===== src/sv/sm4_pkg.sv =====
// SM4 round engine package: command codes, sizes, control struct and the
// S-box / linear transform used by the round datapath. No dependencies.
`timescale 1ns / 1ps
`default_nettype none

package sm4_pkg;

  localparam int unsigned WORD_W    = 32;
  localparam int unsigned ROUNDS    = 32;
  localparam int unsigned KEY_DEPTH = 32;
  localparam int unsigned KEY_AW    = $clog2(KEY_DEPTH);

  // Item commands
  typedef enum logic [1:0] {
    CMD_LOAD = 2'd0,
    CMD_ENC  = 2'd1,
    CMD_DEC  = 2'd2
  } cmd_e;

  // Controller to datapath commands
  typedef struct packed {
    logic load_blk;   // capture input block into the round state
    logic do_round;   // run one round with the key word from the store
    logic push_out;   // copy final state into the output register
  } dp_cmd_t;

  localparam logic [7:0] SBOX [256] = '{
    8'hd6,8'h90,8'he9,8'hfe,8'hcc,8'he1,8'h3d,8'hb7,8'h16,8'hb6,8'h14,8'hc2,8'h28,8'hfb,8'h2c,8'h05,
    8'h2b,8'h67,8'h9a,8'h76,8'h2a,8'hbe,8'h04,8'hc3,8'haa,8'h44,8'h13,8'h26,8'h49,8'h86,8'h06,8'h99,
    8'h9c,8'h42,8'h50,8'hf4,8'h91,8'hef,8'h98,8'h7a,8'h33,8'h54,8'h0b,8'h43,8'hed,8'hcf,8'hac,8'h62,
    8'he4,8'hb3,8'h1c,8'ha9,8'hc9,8'h08,8'he8,8'h95,8'h80,8'hdf,8'h94,8'hfa,8'h75,8'h8f,8'h3f,8'ha6,
    8'h47,8'h07,8'ha7,8'hfc,8'hf3,8'h73,8'h17,8'hba,8'h83,8'h59,8'h3c,8'h19,8'he6,8'h85,8'h4f,8'ha8,
    8'h68,8'h6b,8'h81,8'hb2,8'h71,8'h64,8'hda,8'h8b,8'hf8,8'heb,8'h0f,8'h4b,8'h70,8'h56,8'h9d,8'h35,
    8'h1e,8'h24,8'h0e,8'h5e,8'h63,8'h58,8'hd1,8'ha2,8'h25,8'h22,8'h7c,8'h3b,8'h01,8'h21,8'h78,8'h87,
    8'hd4,8'h00,8'h46,8'h57,8'h9f,8'hd3,8'h27,8'h52,8'h4c,8'h36,8'h02,8'he7,8'ha0,8'hc4,8'hc8,8'h9e,
    8'hea,8'hbf,8'h8a,8'hd2,8'h40,8'hc7,8'h38,8'hb5,8'ha3,8'hf7,8'hf2,8'hce,8'hf9,8'h61,8'h15,8'ha1,
    8'he0,8'hae,8'h5d,8'ha4,8'h9b,8'h34,8'h1a,8'h55,8'had,8'h93,8'h32,8'h30,8'hf5,8'h8c,8'hb1,8'he3,
    8'h1d,8'hf6,8'he2,8'h2e,8'h82,8'h66,8'hca,8'h60,8'hc0,8'h29,8'h23,8'hab,8'h0d,8'h53,8'h4e,8'h6f,
    8'hd5,8'hdb,8'h37,8'h45,8'hde,8'hfd,8'h8e,8'h2f,8'h03,8'hff,8'h6a,8'h72,8'h6d,8'h6c,8'h5b,8'h51,
    8'h8d,8'h1b,8'haf,8'h92,8'hbb,8'hdd,8'hbc,8'h7f,8'h11,8'hd9,8'h5c,8'h41,8'h1f,8'h10,8'h5a,8'hd8,
    8'h0a,8'hc1,8'h31,8'h88,8'ha5,8'hcd,8'h7b,8'hbd,8'h2d,8'h74,8'hd0,8'h12,8'hb8,8'he5,8'hb4,8'hb0,
    8'h89,8'h69,8'h97,8'h4a,8'h0c,8'h96,8'h77,8'h7e,8'h65,8'hb9,8'hf1,8'h09,8'hc5,8'h6e,8'hc6,8'h84,
    8'h18,8'hf0,8'h7d,8'hec,8'h3a,8'hdc,8'h4d,8'h20,8'h79,8'hee,8'h5f,8'h3e,8'hd7,8'hcb,8'h39,8'h48
  };

  // Byte-wise S-box substitution
  function automatic logic [WORD_W-1:0] tau_f(input logic [WORD_W-1:0] a);
    logic [WORD_W-1:0] b;
    b = '0;
    for (int k = 0; k < 4; k++) begin
      b[8*k +: 8] = SBOX[a[8*k +: 8]];
    end
    return b;
  endfunction

  // Linear diffusion: b ^ rotl 2 ^ rotl 10 ^ rotl 18 ^ rotl 24
  function automatic logic [WORD_W-1:0] lin_f(input logic [WORD_W-1:0] b);
    return b ^ {b[WORD_W-3:0],  b[WORD_W-1 -: 2]}
             ^ {b[WORD_W-11:0], b[WORD_W-1 -: 10]}
             ^ {b[WORD_W-19:0], b[WORD_W-1 -: 18]}
             ^ {b[WORD_W-25:0], b[WORD_W-1 -: 24]};
  endfunction

endpackage

`default_nettype wire


===== src/sv/sm4_ram.sv =====
// Generic single-write, single-read RAM with registered read data.
// No dependencies.
`timescale 1ns / 1ps
`default_nettype none

module sm4_ram #(
  parameter int unsigned WIDTH = 32,
  parameter int unsigned DEPTH = 32
) (
  input  wire logic                     clk_i,
  input  wire logic                     we_i,
  input  wire logic [$clog2(DEPTH)-1:0] waddr_i,
  input  wire logic [WIDTH-1:0]         wdata_i,
  input  wire logic [$clog2(DEPTH)-1:0] raddr_i,
  output logic      [WIDTH-1:0]         rdata_o
);

  logic [WIDTH-1:0] mem_q [DEPTH];
  logic [WIDTH-1:0] rdata_q;

  always_ff @(posedge clk_i) begin
    if (we_i) begin
      mem_q[waddr_i] <= wdata_i;
    end
    rdata_q <= mem_q[raddr_i];
  end

  assign rdata_o = rdata_q;

endmodule

`default_nettype wire


===== src/sv/sm4_ctrl.sv =====
// SM4 round engine controller: handshakes, round counter, key store
// addressing and output-valid flag. Depends on sm4_pkg.
`timescale 1ns / 1ps
`default_nettype none

module sm4_ctrl (
  input  wire logic                        clk_i,
  input  wire logic                        rst_ni,
  input  wire logic                        in_valid_i,
  output logic                             in_ready_o,
  input  wire logic [1:0]                  cmd_i,
  output logic                             out_valid_o,
  input  wire logic                        out_ready_i,
  output logic                             key_we_o,
  output logic      [sm4_pkg::KEY_AW-1:0]  key_raddr_o,
  output sm4_pkg::dp_cmd_t                 dp_cmd_o
);

  typedef enum logic [1:0] {
    ST_IDLE,
    ST_FETCH,
    ST_ROUND,
    ST_DONE
  } state_e;

  state_e                     state_q, state_d;
  logic [sm4_pkg::KEY_AW-1:0] rnd_q, rnd_d;
  logic                       dec_q, dec_d;
  logic                       out_valid_q, out_valid_d;
  logic                       accept;
  logic                       start;
  logic                       push;
  logic [sm4_pkg::KEY_AW-1:0] key_idx;

  assign in_ready_o = (state_q == ST_IDLE);
  assign accept     = in_valid_i && in_ready_o;
  assign start      = accept && (cmd_i == sm4_pkg::CMD_ENC || cmd_i == sm4_pkg::CMD_DEC);
  assign key_we_o   = accept && (cmd_i == sm4_pkg::CMD_LOAD);
  assign push       = (state_q == ST_DONE) && (!out_valid_q || out_ready_i);

  // Key for the round after the current one; decrypt walks the store backward
  assign key_idx     = (state_q == ST_ROUND) ? rnd_q + 1'b1 : rnd_q;
  assign key_raddr_o = dec_q ? ~key_idx : key_idx;

  assign dp_cmd_o.load_blk = start;
  assign dp_cmd_o.do_round = (state_q == ST_ROUND);
  assign dp_cmd_o.push_out = push;
  assign out_valid_o       = out_valid_q;

  // Next-state logic
  always_comb begin
    state_d     = state_q;
    rnd_d       = rnd_q;
    dec_d       = dec_q;
    out_valid_d = out_valid_q;
    if (out_ready_i) begin
      out_valid_d = 1'b0;
    end
    unique case (state_q)
      ST_IDLE: begin
        if (start) begin
          state_d = ST_FETCH;
          rnd_d   = '0;
          dec_d   = (cmd_i == sm4_pkg::CMD_DEC);
        end
      end
      ST_FETCH: begin
        state_d = ST_ROUND;
      end
      ST_ROUND: begin
        rnd_d = rnd_q + 1'b1;
        if (rnd_q == sm4_pkg::KEY_AW'(sm4_pkg::ROUNDS - 1)) begin
          state_d = ST_DONE;
        end
      end
      ST_DONE: begin
        if (push) begin
          state_d     = ST_IDLE;
          out_valid_d = 1'b1;
        end
      end
      default: state_d = ST_IDLE;
    endcase
  end

  // State and registered outputs
  always_ff @(posedge clk_i or negedge rst_ni) begin
    if (!rst_ni) begin
      state_q     <= ST_IDLE;
      rnd_q       <= '0;
      dec_q       <= 1'b0;
      out_valid_q <= 1'b0;
    end else begin
      state_q     <= state_d;
      rnd_q       <= rnd_d;
      dec_q       <= dec_d;
      out_valid_q <= out_valid_d;
    end
  end

endmodule

`default_nettype wire


===== src/sv/sm4_dpath.sv =====
// SM4 round engine datapath: four-word round state, shared round function
// and result register. Depends on sm4_pkg.
`timescale 1ns / 1ps
`default_nettype none

module sm4_dpath (
  input  wire logic                        clk_i,
  input  wire sm4_pkg::dp_cmd_t            dp_cmd_i,
  input  wire logic [sm4_pkg::WORD_W-1:0]  rk_i,
  input  wire logic [sm4_pkg::WORD_W-1:0]  in_word0_i,
  input  wire logic [sm4_pkg::WORD_W-1:0]  in_word1_i,
  input  wire logic [sm4_pkg::WORD_W-1:0]  in_word2_i,
  input  wire logic [sm4_pkg::WORD_W-1:0]  in_word3_i,
  output logic      [sm4_pkg::WORD_W-1:0]  out_word0_o,
  output logic      [sm4_pkg::WORD_W-1:0]  out_word1_o,
  output logic      [sm4_pkg::WORD_W-1:0]  out_word2_o,
  output logic      [sm4_pkg::WORD_W-1:0]  out_word3_o
);

  logic [sm4_pkg::WORD_W-1:0] x_q [4];
  logic [sm4_pkg::WORD_W-1:0] y_q [4];
  logic [sm4_pkg::WORD_W-1:0] new_word;

  // One round: X0 ^ L(tau(X1 ^ X2 ^ X3 ^ rk))
  assign new_word = x_q[0] ^ sm4_pkg::lin_f(sm4_pkg::tau_f(x_q[1] ^ x_q[2] ^ x_q[3] ^ rk_i));

  // Round state shift register
  always_ff @(posedge clk_i) begin
    if (dp_cmd_i.load_blk) begin
      x_q[0] <= in_word0_i;
      x_q[1] <= in_word1_i;
      x_q[2] <= in_word2_i;
      x_q[3] <= in_word3_i;
    end else if (dp_cmd_i.do_round) begin
      x_q[0] <= x_q[1];
      x_q[1] <= x_q[2];
      x_q[2] <= x_q[3];
      x_q[3] <= new_word;
    end
  end

  // Result register, words in reversed order
  always_ff @(posedge clk_i) begin
    if (dp_cmd_i.push_out) begin
      y_q[0] <= x_q[3];
      y_q[1] <= x_q[2];
      y_q[2] <= x_q[1];
      y_q[3] <= x_q[0];
    end
  end

  assign out_word0_o = y_q[0];
  assign out_word1_o = y_q[1];
  assign out_word2_o = y_q[2];
  assign out_word3_o = y_q[3];

endmodule

`default_nettype wire


===== src/sv/sm4_block_round_engine_unit.sv =====
// SM4 round engine. A load beat leaves the input side open. A cipher beat runs
// from acceptance to result valid through one key-store read, 32 rounds through the
// single shared round function (one per cycle) and the output register.
// The input reopens as the result is registered, which waits while an earlier
// result still sits unread in the output register.
// Reset clears control only; the round-key store is undefined until loaded.
`timescale 1ns / 1ps
`default_nettype none

module sm4_block_round_engine_unit (
  input  wire logic                        clk_i,
  input  wire logic                        rst_ni,
  input  wire logic                        in_valid_i,
  output logic                             in_ready_o,
  input  wire logic [1:0]                  cmd_i,
  input  wire logic [4:0]                  key_index_i,
  input  wire logic [31:0]                 key_word_i,
  input  wire logic [31:0]                 in_word0_i,
  input  wire logic [31:0]                 in_word1_i,
  input  wire logic [31:0]                 in_word2_i,
  input  wire logic [31:0]                 in_word3_i,
  output logic                             out_valid_o,
  input  wire logic                        out_ready_i,
  output logic      [31:0]                 out_word0_o,
  output logic      [31:0]                 out_word1_o,
  output logic      [31:0]                 out_word2_o,
  output logic      [31:0]                 out_word3_o
);

  sm4_pkg::dp_cmd_t           dp_cmd;
  logic                       key_we;
  logic [sm4_pkg::KEY_AW-1:0] key_raddr;
  logic [sm4_pkg::WORD_W-1:0] rk;

  sm4_ctrl u_ctrl (
    .clk_i       (clk_i),
    .rst_ni      (rst_ni),
    .in_valid_i  (in_valid_i),
    .in_ready_o  (in_ready_o),
    .cmd_i       (cmd_i),
    .out_valid_o (out_valid_o),
    .out_ready_i (out_ready_i),
    .key_we_o    (key_we),
    .key_raddr_o (key_raddr),
    .dp_cmd_o    (dp_cmd)
  );

  // Round-key store
  sm4_ram #(
    .WIDTH (32),
    .DEPTH (32)
  ) u_key_ram (
    .clk_i   (clk_i),
    .we_i    (key_we),
    .waddr_i (key_index_i),
    .wdata_i (key_word_i),
    .raddr_i (key_raddr),
    .rdata_o (rk)
  );

  sm4_dpath u_dpath (
    .clk_i       (clk_i),
    .dp_cmd_i    (dp_cmd),
    .rk_i        (rk),
    .in_word0_i  (in_word0_i),
    .in_word1_i  (in_word1_i),
    .in_word2_i  (in_word2_i),
    .in_word3_i  (in_word3_i),
    .out_word0_o (out_word0_o),
    .out_word1_o (out_word1_o),
    .out_word2_o (out_word2_o),
    .out_word3_o (out_word3_o)
  );

  // A cipher beat keeps the input side closed for the whole round sequence
  a_busy_rounds: assert property (@(posedge clk_i) disable iff (!rst_ni)
    dp_cmd.load_blk |=> !in_ready_o ##33 !in_ready_o)
    else $error("input reopened before rounds finished");

  // A pending result is never overwritten
  a_no_overwrite: assert property (@(posedge clk_i) disable iff (!rst_ni)
    dp_cmd.push_out |-> (!out_valid_o || out_ready_i))
    else $error("result register overwritten while full");

  // Datapath commands are mutually exclusive
  a_cmd_excl: assert property (@(posedge clk_i) disable iff (!rst_ni)
    $onehot0({dp_cmd.load_blk, dp_cmd.do_round, dp_cmd.push_out}))
    else $error("conflicting datapath commands");

  // Key writes only happen while idle, never during rounds
  a_key_we_idle: assert property (@(posedge clk_i) disable iff (!rst_ni)
    key_we |-> !dp_cmd.do_round && in_ready_o)
    else $error("key store written during cipher");

endmodule

`default_nettype wire


===== config.mk =====
export PLATFORM = sky130hd
export DESIGN_NAME = sm4_block_round_engine_unit
export DESIGN_NICKNAME = d
export VERILOG_FILES = /design/src/sv/sm4_pkg.sv /design/src/sv/sm4_ram.sv /design/src/sv/sm4_ctrl.sv /design/src/sv/sm4_dpath.sv /design/src/sv/sm4_block_round_engine_unit.sv
export SDC_FILE = /design/constraint.sdc
export NUM_CORES = 2
export LEC_CHECK = 0
export BUFFER_PORTS_ARGS = -buffer_cell sky130_fd_sc_hd__clkbuf_2
export CAP_MARGIN = 10
export CORE_MARGIN = 8
export CORE_UTILIZATION = 40
export DETAILED_ROUTE_END_ITERATION = 16
export GPL_TIMING_DRIVEN = 0
export SETUP_SLACK_MARGIN = 0.05
export SYNTH_ARGS = -nofsm -noshare
export SYNTH_HDL_FRONTEND = slang
export SYNTH_HIERARCHICAL = 1
export SYNTH_SLANG_ARGS = --single-unit

===== constraint.sdc =====
create_clock -name clk_i -period 5.9 [get_ports clk_i]
set_input_delay 0.885 -clock clk_i [delete_from_list [all_inputs] [get_ports clk_i]]
set_output_delay 0.885 -clock clk_i [all_outputs]
set_load 0.02 [all_outputs]

### Yosys cells after proc, flatten, opt, wreduce, memory -nomap -nowiden

Memories as Yosys holds them, arrays and structs flattened. A register that Yosys moved wholly into a read port is not among the register bits.
Index checks and enable logic that the tools add are counted.

| storage, ports and cells | value |
|---|---|
| memory bits (writable) | 1280 |
| bits in read-only memories | 8192 |
| register bits after elaboration | 9 |
| memories kept | 7 |
| latch bits | 0 |
| output and inout bits | 130 |

| cells by class | value |
|---|---|
| eq/ne operators | 9 |
| add/sub/neg operators | 1 |
| bitwise logic cells | 17 |
| div/mod/pow operators | 0 |
| multipliers | 0 |
| $lt $le $gt $ge | 4 |
| multiplexer cells | 32 |
| reduce and logical (&&, ||, !) cells | 13 |
| shifts and indexed selects | 0 |

Memory list:

| memory | depth | width | rd ports | clocked after Yosys merged registers in | wr ports | line | RTL |
|---|---|---|---|---|---|---|---|
| (name not given) | 256 | 8 | 1 | 0 | 0 | sm4_pkg.sv:51 | `b[8*k +: 8] = SBOX[a[8*k +: 8]];` |
| (name not given) | 256 | 8 | 1 | 0 | 0 | sm4_pkg.sv:51 |  |
| (name not given) | 256 | 8 | 1 | 0 | 0 | sm4_pkg.sv:51 |  |
| (name not given) | 256 | 8 | 1 | 0 | 0 | sm4_pkg.sv:51 |  |
| u_key_ram.mem_q | 32 | 32 | 1 | 1 | 1 | sm4_ram.sv:18 | `logic [WIDTH-1:0] mem_q [DEPTH];` |
| u_dpath.x_q | 4 | 32 | 4 | 0 | 4 | sm4_dpath.sv:20 | `logic [sm4_pkg::WORD_W-1:0] x_q [4];` |
| +1 memories | n/a | n/a | n/a | n/a | n/a | n/a |  |

Operators by type and width:

| cell | count |
|---|---|
| $xor 32x32->32 | 8 |
| $mux 32 | 4 |
| $mux 8 | 8 |
| $ge 9x9->1 const B | 4 |
| $not 8->9 | 4 |
| $mux 5 | 3 |
| $mux 1 | 12 |
| $pmux 5 s2 | 1 |
| $pmux 2 s4 | 1 |
| $eq 2x2->1 const B | 3 |
| $mux 2 | 3 |
| $add 5x1->5 const B | 1 |
| $eq 5x5->1 const B | 1 |
| $not 5->5 | 1 |
| $eq 2x1->1 const B | 2 |
| $logic_and 1x1->1 | 4 |
| $logic_not 2->1 | 2 |
| $ne 2x1->1 const B | 2 |
| $or 1x1->1 | 4 |
| $reduce_and 2->1 | 2 |
| $reduce_and 3->1 | 1 |
| $logic_or 1x1->1 | 2 |
| $ne 2x2->1 const B | 1 |
| $reduce_bool 2->1 | 1 |
| $logic_not 1->1 | 1 |

### Logic depth before layout (Yosys ltp)

| logic depth | value |
|---|---|
| depth in word-level cells | 13 |
| depth in mapped cells | 18 |

### Hierarchy

Netlist, hierarchy kept.

Modules (own cells, without submodules):

| module | area an instance (sq um) | instances | cells each |
|---|---|---|---|
| sm4_ram | 40485.1 | 1 | 2260 |
| sm4_dpath | 25100.3 | 1 | 2800 |
| sm4_ctrl | 699.4 | 1 | 65 |

### Worst setup path after synthesis

OpenSTA, ideal clock, no wires.

| path | value |
|---|---|
| path kind | flip-flop to flip-flop |
| start | mem u_dpath/x_q[3][24] in the netlist's numbering |
| end | mem u_dpath/x_q[3][16] in the netlist's numbering, data pin |
| stages on the path, launching flop included | 15 |
| setup time | 0.260 ns |
| path slack | 1.536 ns |
| clock period less this slack | 4.364 ns |
| buffers on the path | 3 |
| data arrival time | 4.104 ns |
| path through | edfxtp_1 xor2_1 xnor2_1 inv_1 clkbuf_1 clkbuf_1 ha_1 buf_2 mux4_2 a2111oi_2 a2111oi_0 a211oi_2 xor2_2 xnor3_1 mux2_2 |

RTL lines:

| element | line |
|---|---|
| from (decl) | sm4_dpath.sv:20 |

==> results.yml <==
clocking:
  clockBufferDepth: 3
  htree_levels: 4
  cts_made_buffers: 140
  numClockSinks: 1321
  clk_pin_slew_ns: 0.06
  clk_latency_ns: 0.80
  cts_tree: "yes"
  root_buffer: "clkbuf_16"
floorplanning:
  die_h_um: 423
  start_util_pct: 40.2
  row_count: 149
  boundaryPins: 301
  die_area_sq_mm: 0.179
  core_sq_mm: 0.165
  dieWidth_um: 423
timing:
  relSlewSlack_pct: 12.9
  max_freq_ghz: 0.168
  period_needed_ns: 5.96
  fin_skew_ns: 0.0553
  post-route-period-util_pct: 101
  fin_tns_setup_ns: -0.0600
  setup_viol: 1
  finalHoldViolCount: 0
  layout_setup_ws_ns: -0.0600
  max_slew.worst_pin.slew_ns: 1.31
  rsz0062_at_grt: "true"
  finalMaxSlewViolations: 0
run:
  maxCapViolations: 0
min_path:
  hold_class: "in2reg"
  min_delay_path_depth: 3
  worstHoldEndpoint: "u_ctrl/out_valid_o"
  timing.hold.worst.start: "out_ready_i"
detailed_routing:
  viasPerCell: 6.40
  route.vias.total: 50700
  drc: 0
  wl_per_cell_um: 36.4
  drt_first_pass_iters: 7
  drt_iter0_drc: 6598
  wl_um: 288000
  final_antenna_net_count: 0
yosys:
  ys_types: 107
  synthesis.nets: 5343
  yosys_register_bits: 1321
  syn_inst: 5125
  synth_edf_count: 1280
  syn_area_per_cell_sq_um: 12.9
  yosys.area.top_type: "edfxtp_1"
  synth_top_flop_cell: "edfxtp_1"
  syn_area_sq_mm: 0.0663
  yosys.area.top_type_share_pct: 58.0
  synth-seq-area-share_pct: 59.3
  synth_area_leaders: "edfxtp_1 (58%), mux2i_1 (8.5%), nand2_1 (2.1%), a21oi_1 (2.0%), mux2_2 (1.7%)"
  async_reset_ff_share_pct: 0.681
  synth-warning-count: 6
critical_path:
  critPathKind: "reg2reg"
  critPathLaunchType: "flop"
  r2r_cells: 15
  cp-end-kind: "flop"
  r2r_start: "u_dpath/x_q[3][0]"
  cp.required_ns: 6.39
  r2r_slack_ns: -0.06
  crit_fanout: 13
  critPathArrivalTime_ns: 6.45
  r2r_end: "u_dpath/x_q[3][15]"
place:
  port_buffers: 300
  gp_congestion: 1.02
  hpwl_um: 211000
global_route:
  grt_pass1_wl_um: 397000
  overflow: 0
  track_usage_pct: 30.9
  antenna_found_initial: 13
  grt_pass1_vias: 49200
  grt_max_degree: 86
cells_and_area:
  drive_gt1_share_pct: 19.4
  areaGrowthSynthToFinish_pct: 16.0
  final_nets: 5837
status:
  violations: "setup timing"
  status: "complete, but fails checks"
## worst max-delay path, cell delays in order (launching register included)
cell      delay, ns
edfxtp_1       0.57
xor2_1         0.32
xnor2_2        0.16
inv_1          0.10
clkbuf_2       0.31
clkbuf_4       0.40
ha_1           0.25
clkbuf_1       0.52
nand2_1        0.51
a21oi_1        0.28
o311ai_0       0.24
o311a_1        0.26
a311oi_4       0.53
xnor2_2        0.27
xnor3_1        0.60
mux2_2         0.35
## layout make-up
cell class | instances | area [sq um]
antenna | 8 | 20.0
buffer | 432 | 2280
clock buffer | 173 | 3750
clock inverter | 83 | 932
fill | 14800 | 87900
inverter | 40 | 154
multi-input combinational | 3326 | 25200
sequential | 1321 | 39300
tap | 2189 | 2740
timing repair buffer | 358 | 2480
## flip-flops by register name, summed over array words and instances, names as in the netlist
name	flops
u_ctrl/out_valid_o	1
u_key_ram/mem_q	1024
u_key_ram/rdata_o	32
u_ctrl/rnd_q	5
u_ctrl/state_q	2
u_ctrl/dec_q	1
u_dpath/y_q	128
u_dpath/x_q	128
## Yosys cell counts (32+ instances only)
master    count
a211oi_1     56
a21oi_1     270
a221oi_1     38
a22o_1       66
a22oi_1     109
a311oi_1     38
a31oi_1      87
buf_2       107
buf_4        64
clkbuf_1    225
dfxtp_1      32
edfxtp_1   1280
ha_1         47
inv_1        37
mux2_2      102
mux2i_1     562
mux4_2       36
nand2_1     374
nand3_1     176
nor2_1      260
nor3_1      110
o211ai_1     75
o21ai_0     200
o221ai_1     41
o311ai_0     48
xnor2_1     125
xor2_1       75
## cells by family after synthesis
kind of cell	Yosys count	share of synthesized area, %
buffers and inverters	478	3.53
and+or+nand+nor	1033	6.91
xor gates and xnor gates	246	4.08
DFF	1321	59.3
AOI/OAI and AO/OA	1298	13.8
adders and majority gates	48	0.902
muxes	701	11.5
## placed cells by master (no fill, tap or decap), drive strengths merged, types with 113 or more instances in the layout
cell	instances
mux2i	562
nand2	375
xnor2	138
buf	268
edfxtp	1280
nand3	176
clkbuf	693
o21ai	215
nor3	113
nor2	261
a21oi	271
## stage by stage
| step | cells | hold WS (ns) | cell area (sq um) | worst slack [ns] | utilization [%] |
|---|---|---|---|---|---|
| floorplan | 5125 | 0.428 | 66300 | 1.54 | - |
| global placement | 7614 | 0.473 | 70500 | -1.96 | 42.8 |
| detailed placement | 7659 | 0.484 | 71600 | -1.47 | 43.5 |
| CTS | 7917 | 0.323 | 76700 | 0.0255 | 46.6 |
| global route | 7925 | 0.364 | 76900 | 0.0385 | 46.7 |
| finish | 7930 | 0.388 | 76900 | -0.0600 | 46.7 |
## routing by layer
| metal | track usage [%] | up-vias | part of all wire (%) |
|---|---|---|---|
| met3 | 6.53 | 712 | 9.1 |
| met1 | 42.1 | 25900 | 41 |
| met4 | 14.5 | 10 | 5.9 |
| met2 | 47.1 | 3070 | 44 |
| li1 | - | 21100 | - |
| met5 | 0 | - | 0.023 |
## how the worst max path moves through the flow
stage | startpoint | end
after floorplan | u_dpath/x_q[3][24] | u_dpath/x_q[3][16]
after detailed placement | u_key_ram/rdata_o[24] | u_dpath/x_q[3][15]
final | u_dpath/x_q[3][0] | u_dpath/x_q[3][15]
after global routing | u_dpath/x_q[2][1] | u_dpath/x_q[3][15]
after global placement | u_key_ram/rdata_o[24] | u_dpath/x_q[3][5]
after CTS | u_key_ram/rdata_o[24] | u_dpath/x_q[3][15]
## timing repair
item                       CTS  global route
hold endpoints to repair     9             0
setup endpoints to repair   32            20
hold buffers                 1             0
buffers inserted             6             5
resized for setup          105            48
pin swaps                    4             3
Power is not shown: default switching activity piles up to over one toggle a cycle in this logic, so the estimate is an artifact.
